## config.mk

```make
export PLATFORM = sky130hd
export DESIGN_NAME = mac_address_list_filter
export DESIGN_NICKNAME = d
export VERILOG_FILES = /design/src/hdl/malf_pkg.sv /design/src/hdl/mac_address_list_filter.sv /design/src/hdl/malf_table.sv
export SDC_FILE = /design/constraint.sdc
export NUM_CORES = 2
export LEC_CHECK = 0
export ABC_AREA = 1
export CORE_AREA = 2 2 573 575
export DETAILED_ROUTE_END_ITERATION = 8
export DIE_AREA = 0 0 575 577
export DONT_BUFFER_PORTS = 1
export SYNTH_ARGS = -nofsm -noshare
export SYNTH_HDL_FRONTEND = slang
export SYNTH_SLANG_ARGS = --single-unit
```

## constraint.sdc

```tcl
create_clock -name clk -period 4 [get_ports clk]
set_input_delay 0.6 -clock clk [delete_from_list [all_inputs] [get_ports clk]]
set_output_delay 0.6 -clock clk [all_outputs]
set_load 0.02 [all_outputs]
```

## src/hdl/malf_pkg.sv

```systemverilog
// Shared types and constants for the MAC address list filter.
package malf_pkg;

	// Default number of table entries
	localparam int unsigned TABLE_DEPTH_DEF = 64;

	// Field widths
	localparam int unsigned MAC_W   = 48;
	localparam int unsigned IDX_W   = 6;
	localparam int unsigned LEN_W   = 16;
	localparam int unsigned CNT_W   = 48;
	localparam int unsigned ECNT_W  = 7;
	localparam int unsigned MODE_W  = 2;
	localparam int unsigned CFGI_W  = 2;
	localparam int unsigned CFGD_W  = 7;

	// Configuration register indexes
	localparam logic [CFGI_W-1:0] REG_ENTRY_COUNT  = 2'd0;
	localparam logic [CFGI_W-1:0] REG_MATCH_MODE   = 2'd1;
	localparam logic [CFGI_W-1:0] REG_MATCH_ACTION = 2'd2;
	localparam logic [CFGI_W-1:0] REG_MISS_ACTION  = 2'd3;

	// Match modes
	localparam logic [MODE_W-1:0] MODE_SRC    = 2'd0;
	localparam logic [MODE_W-1:0] MODE_DST    = 2'd1;
	localparam logic [MODE_W-1:0] MODE_EITHER = 2'd2;

	// Command opcodes
	localparam logic OP_WRITE = 1'b0;
	localparam logic OP_CHECK = 1'b1;

	// Verdict codes
	localparam logic ACT_PASS = 1'b0;
	localparam logic ACT_DROP = 1'b1;

	// One command transaction
	typedef struct packed {
		logic              op;
		logic [IDX_W-1:0]  entry_index;
		logic [MAC_W-1:0]  entry_mac;
		logic [MAC_W-1:0]  source_mac;
		logic [MAC_W-1:0]  dest_mac;
		logic [LEN_W-1:0]  packet_length;
	} cmd_t;

	// One result transaction
	typedef struct packed {
		logic              forward;
		logic              hit;
		logic [CNT_W-1:0]  dropped_total;
		logic [CNT_W-1:0]  passed_frames_total;
		logic [CNT_W-1:0]  passed_bytes_total;
	} rsp_t;

endpackage

```

## src/hdl/mac_address_list_filter.sv

```systemverilog
// MAC address list filter top level: config registers, scan sequencer, counters.
//
//  channel   signals                        handshake
//  -------   ----------------------------   ------------------------------------
//  command   start, busy, cmd (cmd_t)       taken when start && !busy
//  result    done, rsp (rsp_t)              valid one cycle while done is high
//  config    cfg_we, cfg_index, cfg_data    written when cfg_we is high
//
// A table write leaves busy low.
// A frame reads one table entry per cycle from the single RAM read port and stops
// at the first hit; a miss searches min(entry_count, TABLE_DEPTH) entries, and a
// frame with nothing to search goes from idle straight to the finish state. done
// rises at the edge where busy falls. Reset clears counters, config and state
// registers, not the frame payload or table. The result side cannot stall.
module mac_address_list_filter #(
	parameter int unsigned TABLE_DEPTH = malf_pkg::TABLE_DEPTH_DEF
) (
	input  logic                          clk,
	input  logic                          arst_n,
	input  logic                          start,
	output logic                          busy,
	input  malf_pkg::cmd_t                cmd,
	output logic                          done,
	output malf_pkg::rsp_t                rsp,
	input  logic                          cfg_we,
	input  logic [malf_pkg::CFGI_W-1:0]   cfg_index,
	input  logic [malf_pkg::CFGD_W-1:0]   cfg_data
);

	localparam int unsigned AW = (TABLE_DEPTH > 1) ? $clog2(TABLE_DEPTH) : 1;
	localparam int unsigned LW = (AW + 1 > malf_pkg::ECNT_W) ? AW + 1 : malf_pkg::ECNT_W;
	localparam logic [LW-1:0] DEPTH_L = LW'(TABLE_DEPTH);

	typedef enum logic [1:0] {S_IDLE, S_SCAN, S_FINISH} state_t;

	state_t                          state_q;
	logic [malf_pkg::ECNT_W-1:0]     entry_count_q;
	logic [malf_pkg::MODE_W-1:0]     mode_q;
	logic                            match_act_q;
	logic                            miss_act_q;
	logic [LW-1:0]                   ptr_q;
	logic [LW-1:0]                   limit_q;
	logic                            vld_s1;
	logic                            hit_q;
	logic [malf_pkg::MAC_W-1:0]      src_q;
	logic [malf_pkg::MAC_W-1:0]      dst_q;
	logic [malf_pkg::LEN_W-1:0]      len_q;
	logic [malf_pkg::CNT_W-1:0]      drop_q;
	logic [malf_pkg::CNT_W-1:0]      pass_frm_q;
	logic [malf_pkg::CNT_W-1:0]      pass_byte_q;
	logic                            done_q;
	malf_pkg::rsp_t                  rsp_q;

	logic                            accept;
	logic [LW-1:0]                   idx_ext;
	logic [LW-1:0]                   cnt_ext;
	logic [LW-1:0]                   limit_d;
	logic                            wr_en;
	logic                            rd_en;
	logic [malf_pkg::MAC_W-1:0]      rd_data;
	logic                            entry_match;
	logic                            hit_now;
	logic                            verdict_drop;

	// Configuration registers
	always_ff @(posedge clk or negedge arst_n) begin
		if (!arst_n) begin
			entry_count_q <= '0;
			mode_q        <= '0;
			match_act_q   <= 1'b0;
			miss_act_q    <= 1'b0;
		end else if (cfg_we) begin
			case (cfg_index)
				malf_pkg::REG_ENTRY_COUNT:  entry_count_q <= cfg_data;
				malf_pkg::REG_MATCH_MODE:   mode_q <= cfg_data[malf_pkg::MODE_W-1:0];
				malf_pkg::REG_MATCH_ACTION: match_act_q <= cfg_data[0];
				malf_pkg::REG_MISS_ACTION:  miss_act_q <= cfg_data[0];
				default: ;
			endcase
		end
	end

	// Command decode
	assign accept  = start && (state_q == S_IDLE);
	assign idx_ext = LW'(cmd.entry_index);
	assign cnt_ext = LW'(entry_count_q);
	assign limit_d = (cnt_ext > DEPTH_L) ? DEPTH_L : cnt_ext;
	assign wr_en   = accept && (cmd.op == malf_pkg::OP_WRITE) && (idx_ext < DEPTH_L);

	// Compare the entry read last cycle against the selected address(es)
	always_comb begin
		case (mode_q)
			malf_pkg::MODE_SRC:    entry_match = (rd_data == src_q);
			malf_pkg::MODE_DST:    entry_match = (rd_data == dst_q);
			malf_pkg::MODE_EITHER: entry_match = (rd_data == src_q) || (rd_data == dst_q);
			default:               entry_match = 1'b0;
		endcase
	end

	assign hit_now = (state_q == S_SCAN) && vld_s1 && entry_match;
	assign rd_en   = (state_q == S_SCAN) && (ptr_q < limit_q) && !hit_now;

	malf_table #(
		.DEPTH (TABLE_DEPTH),
		.AW    (AW)
	) u_table (
		.clk     (clk),
		.wr_en   (wr_en),
		.wr_addr (AW'(idx_ext)),
		.wr_data (cmd.entry_mac),
		.rd_en   (rd_en),
		.rd_addr (AW'(ptr_q)),
		.rd_data (rd_data)
	);

	assign verdict_drop = hit_q ? match_act_q : miss_act_q;

	// Scan sequencer, counters and result register
	always_ff @(posedge clk or negedge arst_n) begin
		if (!arst_n) begin
			state_q     <= S_IDLE;
			ptr_q       <= '0;
			limit_q     <= '0;
			vld_s1      <= 1'b0;
			hit_q       <= 1'b0;
			drop_q      <= '0;
			pass_frm_q  <= '0;
			pass_byte_q <= '0;
			done_q      <= 1'b0;
			rsp_q       <= '0;
		end else begin
			done_q <= 1'b0;
			case (state_q)
				S_IDLE: begin
					vld_s1 <= 1'b0;
					if (accept && (cmd.op == malf_pkg::OP_CHECK)) begin
						ptr_q   <= '0;
						limit_q <= limit_d;
						hit_q   <= 1'b0;
						// nothing to search: straight to the verdict
						if ((limit_d == '0) || (mode_q != malf_pkg::MODE_SRC &&
						    mode_q != malf_pkg::MODE_DST && mode_q != malf_pkg::MODE_EITHER)) begin
							state_q <= S_FINISH;
						end else begin
							state_q <= S_SCAN;
						end
					end
				end
				S_SCAN: begin
					vld_s1 <= rd_en;
					if (rd_en) begin
						ptr_q <= ptr_q + 1'b1;
					end
					if (hit_now) begin
						hit_q   <= 1'b1;
						state_q <= S_FINISH;
					end else if (ptr_q == limit_q) begin
						// last entry compared this cycle without a hit
						state_q <= S_FINISH;
					end
				end
				S_FINISH: begin
					vld_s1        <= 1'b0;
					done_q        <= 1'b1;
					state_q       <= S_IDLE;
					rsp_q.forward <= (verdict_drop == malf_pkg::ACT_PASS);
					rsp_q.hit     <= hit_q;
					if (verdict_drop == malf_pkg::ACT_DROP) begin
						drop_q                    <= drop_q + 1'b1;
						rsp_q.dropped_total       <= drop_q + 1'b1;
						rsp_q.passed_frames_total <= pass_frm_q;
						rsp_q.passed_bytes_total  <= pass_byte_q;
					end else begin
						pass_frm_q                <= pass_frm_q + 1'b1;
						pass_byte_q               <= pass_byte_q + malf_pkg::CNT_W'(len_q);
						rsp_q.dropped_total       <= drop_q;
						rsp_q.passed_frames_total <= pass_frm_q + 1'b1;
						rsp_q.passed_bytes_total  <= pass_byte_q + malf_pkg::CNT_W'(len_q);
					end
				end
				default: state_q <= S_IDLE;
			endcase
		end
	end

	// Frame payload
	always_ff @(posedge clk) begin
		if (accept && (cmd.op == malf_pkg::OP_CHECK)) begin
			src_q <= cmd.source_mac;
			dst_q <= cmd.dest_mac;
			len_q <= cmd.packet_length;
		end
	end

	assign busy = (state_q != S_IDLE);
	assign done = done_q;
	assign rsp  = rsp_q;

	// Each frame gives a single-cycle strobe
	a_done_pulse: assert property (@(posedge clk) disable iff (!arst_n)
		done |=> !done)
		else $error("done held for more than one cycle");

	// Table reads stay inside the active entries
	a_rd_range: assert property (@(posedge clk) disable iff (!arst_n)
		rd_en |-> (ptr_q < limit_q) && (limit_q <= DEPTH_L))
		else $error("table read beyond active entries");

	// Reported totals match the live counters
	a_totals: assert property (@(posedge clk) disable iff (!arst_n)
		done |-> (rsp.dropped_total == drop_q) && (rsp.passed_frames_total == pass_frm_q)
			&& (rsp.passed_bytes_total == pass_byte_q))
		else $error("result totals differ from counters");

	// No table write while a scan is running
	a_no_write_busy: assert property (@(posedge clk) disable iff (!arst_n)
		busy |-> !wr_en)
		else $error("table written during a scan");

endmodule

```

## src/hdl/malf_table.sv

```systemverilog
// Address table RAM: one write port, one read port, registered read data.
module malf_table #(
	parameter int unsigned DEPTH = malf_pkg::TABLE_DEPTH_DEF,
	parameter int unsigned AW    = 6
) (
	input  logic                        clk,
	input  logic                        wr_en,
	input  logic [AW-1:0]               wr_addr,
	input  logic [malf_pkg::MAC_W-1:0]  wr_data,
	input  logic                        rd_en,
	input  logic [AW-1:0]               rd_addr,
	output logic [malf_pkg::MAC_W-1:0]  rd_data
);

	logic [malf_pkg::MAC_W-1:0] mem [DEPTH];
	logic [malf_pkg::MAC_W-1:0] rd_data_q;

	// Write port
	always_ff @(posedge clk) begin
		if (wr_en) begin
			mem[wr_addr] <= wr_data;
		end
	end

	// Read port, registered read data updated when rd_en is high
	always_ff @(posedge clk) begin
		if (rd_en) begin
			rd_data_q <= mem[rd_addr];
		end
	end

	assign rd_data = rd_data_q;

endmodule
```

==> results.tsv <==
metric	value	unit
ys_async_sr_fraction	0.0901	
rsz0062_at_grt	no	
failed_checks	negative hold slack	
fin_cells	16200	
groute.usage.overall	0.269	
layout_worst_path_cycle_share	0.951	
p_comb_frac	0.216	
ys_seq_elements	3552	
start_util	0.438	
p_total	97.8	mW
timing_worst_setup_path_type	reg2reg	
placed_cells_incl_taps	15300	
finalNetCount	11800	
seq_power_share	0.437	
worstSkewPairLatency	0.99	ns
path_common_cell	nand2_1	
cp-end-kind	flip-flop	
delay_of_the_slowest_cell_on_the_worst_path	0.99	ns
critical_path.startpoint	u_table.rd_data[37]	
critical_path_s_slowest_cell	edfxtp_1	
maximum_ir_drop_on_the_vdd_rail	389	uV
powerDensity	593	nW/um^2
ratio_of_cells_with_drive_above_1_in_the_final_layout	0.0887	
utilization	0.506	
layout_commonest_cell	edfxtp_1	
detail_route.wirelength	457	mm
r2r_end	u_table.rd_data[32]	
die_y	577	um
warnings_synthesis	0	
netSwitchingFraction	0.316	
tritoncts	done	
setup_tns	0	ns
pin_count	328	
hold_viol	320	
timing.clock.skew	0.0987	ns
cap_violations	0	
ctsLongestPathBuffers	4	
path_clk_slew	0.07	ns
critical_path_peak_fanout	26	
syn_std_cell_area	143000	um^2
worstSetupStartpointType	flip-flop	
grt_remaining_overflow	0	
drt_pass1_iterations	6	
gp_congestion	0.892	
fmax_achieved	0.263	GHz
final_max_slew_viol_count	0	
first_pass_grt_wire_length	654	mm
area_growth	15.6	%
cts-buffers-inserted	370	
first_global_vias	91800	
wire_per_inst	28.1	um
ant_nets	0	
synth_area_leaders	edfxtp_1 68%, o21ai_0 6.0%, dfrtp_1 5.6%	
ctsHoldBuffers	220	
floorplan.core_area	326000	um^2
dpl-instance-area	150000	um^2
timing.max_slew.rel_slack	0.155	
worst_slack	0.195	ns
syn-num-nets	11500	
post-synth-top-area-cell	edfxtp_1	
synth.distinct_cells	47	
netlist_instances	11300	
tightestPinTransition	1.27	ns
post-route-min-period	3.80	ns
h_tree_levels	5	
p_int	66.9	mW
core.rowCount	210	
worst_hold_path_type	in2async	
route.vias.total	96800	
synth.avg_cell_area	12.6	um^2
grt_max_degree	321	
dieWidth	575	um
crit_arrival	4.38	ns
synth_top_flop_cell	edfxtp_1	
clock_tree_sinks	3552	
cts_root_buffer	clkbuf_16	
detailed_placer_s_ending_hpwl	267	mm
antenna_violations_before_repair	50	
synth-seq-area-share	0.737	
cp_data_required_time	4.58	ns
drt-vias-per-instance	5.96	
pwr-share-clk	0.346	
drtIter0Drc	11900	
total_switching_power	30.9	mW
path_cells	nand2_1, nand2_1, nor2_1, nand2_1, nor2_1, nand2_1, nor2_1, nand2_1, nand2_1, nand2_1, nand2_1, inv_2, buf_12	
pre_cts_ws	0.290	ns
fillerInstances	27700	
port-buffer-count	0	
register_area	105000	um^2
multi_input_comb_area	33500	um^2
hold-worst-slack	-0.616	ns
final-setup-viol-count	0	
stdcell_area	165000	um^2
die-area	332000	um^2
worst_r2r_path_depth	13	
status	finished with violations	
r2r_start	u_table.rd_data[37]	
postCtsResizedCells	0	
yosysTopAreaCellShare	0.681	
setup.reg_to_reg.worst_slack	0.20	ns
layout.cells.most_common_list	3232 x edfxtp_1, 1722 x nor2_1, 1706 x o21ai_0	
synth_enable_flop_cells	3232	
total_leakage_power	55.2	nW
remaining_drc_errors	0	
## logic make-up (layout without fill, tap and decap cells)
family	Yosys count	in the layout	synth area share
and+or+nand+nor	3687	3687	0.105
DFF	3552	3552	0.737
AOI/OAI and AO/OA	2869	2869	0.116
buffers and inverters	1064	1609	0.0312
xor gates and xnor gates	122	122	0.00750
adders and majority gates	27	27	0.00242
muxes	2	2	0.000158
other	0	23	0
## worst max-delay path: cells and delay by family (launching register included)
| kind | cells | cell delay, ns |
|---|---|---|
| buf+inv | 2 | 1.31 |
| simple gates | 11 | 1.08 |
| flops | 1 | 0.99 |
## state kept, by name, indices dropped and copies added, names as in the netlist, 16 cells and up
register	flops
u_table.rd_data	48
src_q	48
len_q	16
pass_byte_q	48
dst_q	48
rsp	146
pass_frm_q	48
u_table.mem	3072
drop_q	48
## worst max path at each step
stage                          endpoint  slack (ns)  depth (start not counted)
floorplan             u_table.mem[0][0]        0.32                          6
global placement    u_table.rd_data[42]        0.23                         13
detailed placement  u_table.rd_data[42]        0.29                         13
CTS                 u_table.rd_data[17]        0.27                         13
global route        u_table.mem[44][14]        0.16                          9
finish              u_table.rd_data[32]        0.20                         13
## per-layer routing
metal / vias to the layer above / global-route usage / routed length [um]
met5: - / 0 / 296
met4: 42 / 0.0924 / 16700
met3: 830 / 0.0502 / 42900
met2: 4921 / 0.425 / 210000
met1: 48800 / 0.374 / 187000
li1: 42200 / - / -
## power by group through the flow
stage | sequential (mW) | combinational, mW | clock, mW
floorplan | 42.8 | 12.8 | 0
global placement | 43.5 | 19.7 | 0
detailed placement | 43.5 | 20.0 | 0
CTS | 42.8 | 20.9 | 34.3
global route | 42.8 | 23.0 | 35.7
finish | 42.8 | 21.1 | 33.9
## Yosys cell counts (22+ instances only)
cell type,instances
nand2_1,1209
inv_1,345
nand3_1,484
ha_1,26
a21oi_1,157
buf_4,28
clkbuf_1,428
edfxtp_1,3232
o22ai_1,466
o221ai_1,307
o211ai_1,176
xnor2_1,36
nand4_1,88
nor4_1,22
o21ai_1,43
nor3_1,51
buf_1,28
o21ai_0,1706
dfrtp_1,320
buf_2,213
xor2_1,86
nor2_1,1789
## layout make-up
class                   instances  area share
diodes                         23    0.000349
clock buffers                 451      0.0591
clock inverters               227      0.0128
inverters                     356     0.00844
multi-input cells            6707       0.203
flip-flops and latches       3552       0.637
well taps                    4346      0.0330
repair buffers                575      0.0455
## repair_timing
action                                  in CTS  in global routing
endpoints found under the setup margin       0                  0
buffers inserted                             0                  0
hold endpoints to repair                  3515                320
(Power assumes the default switching activity.)
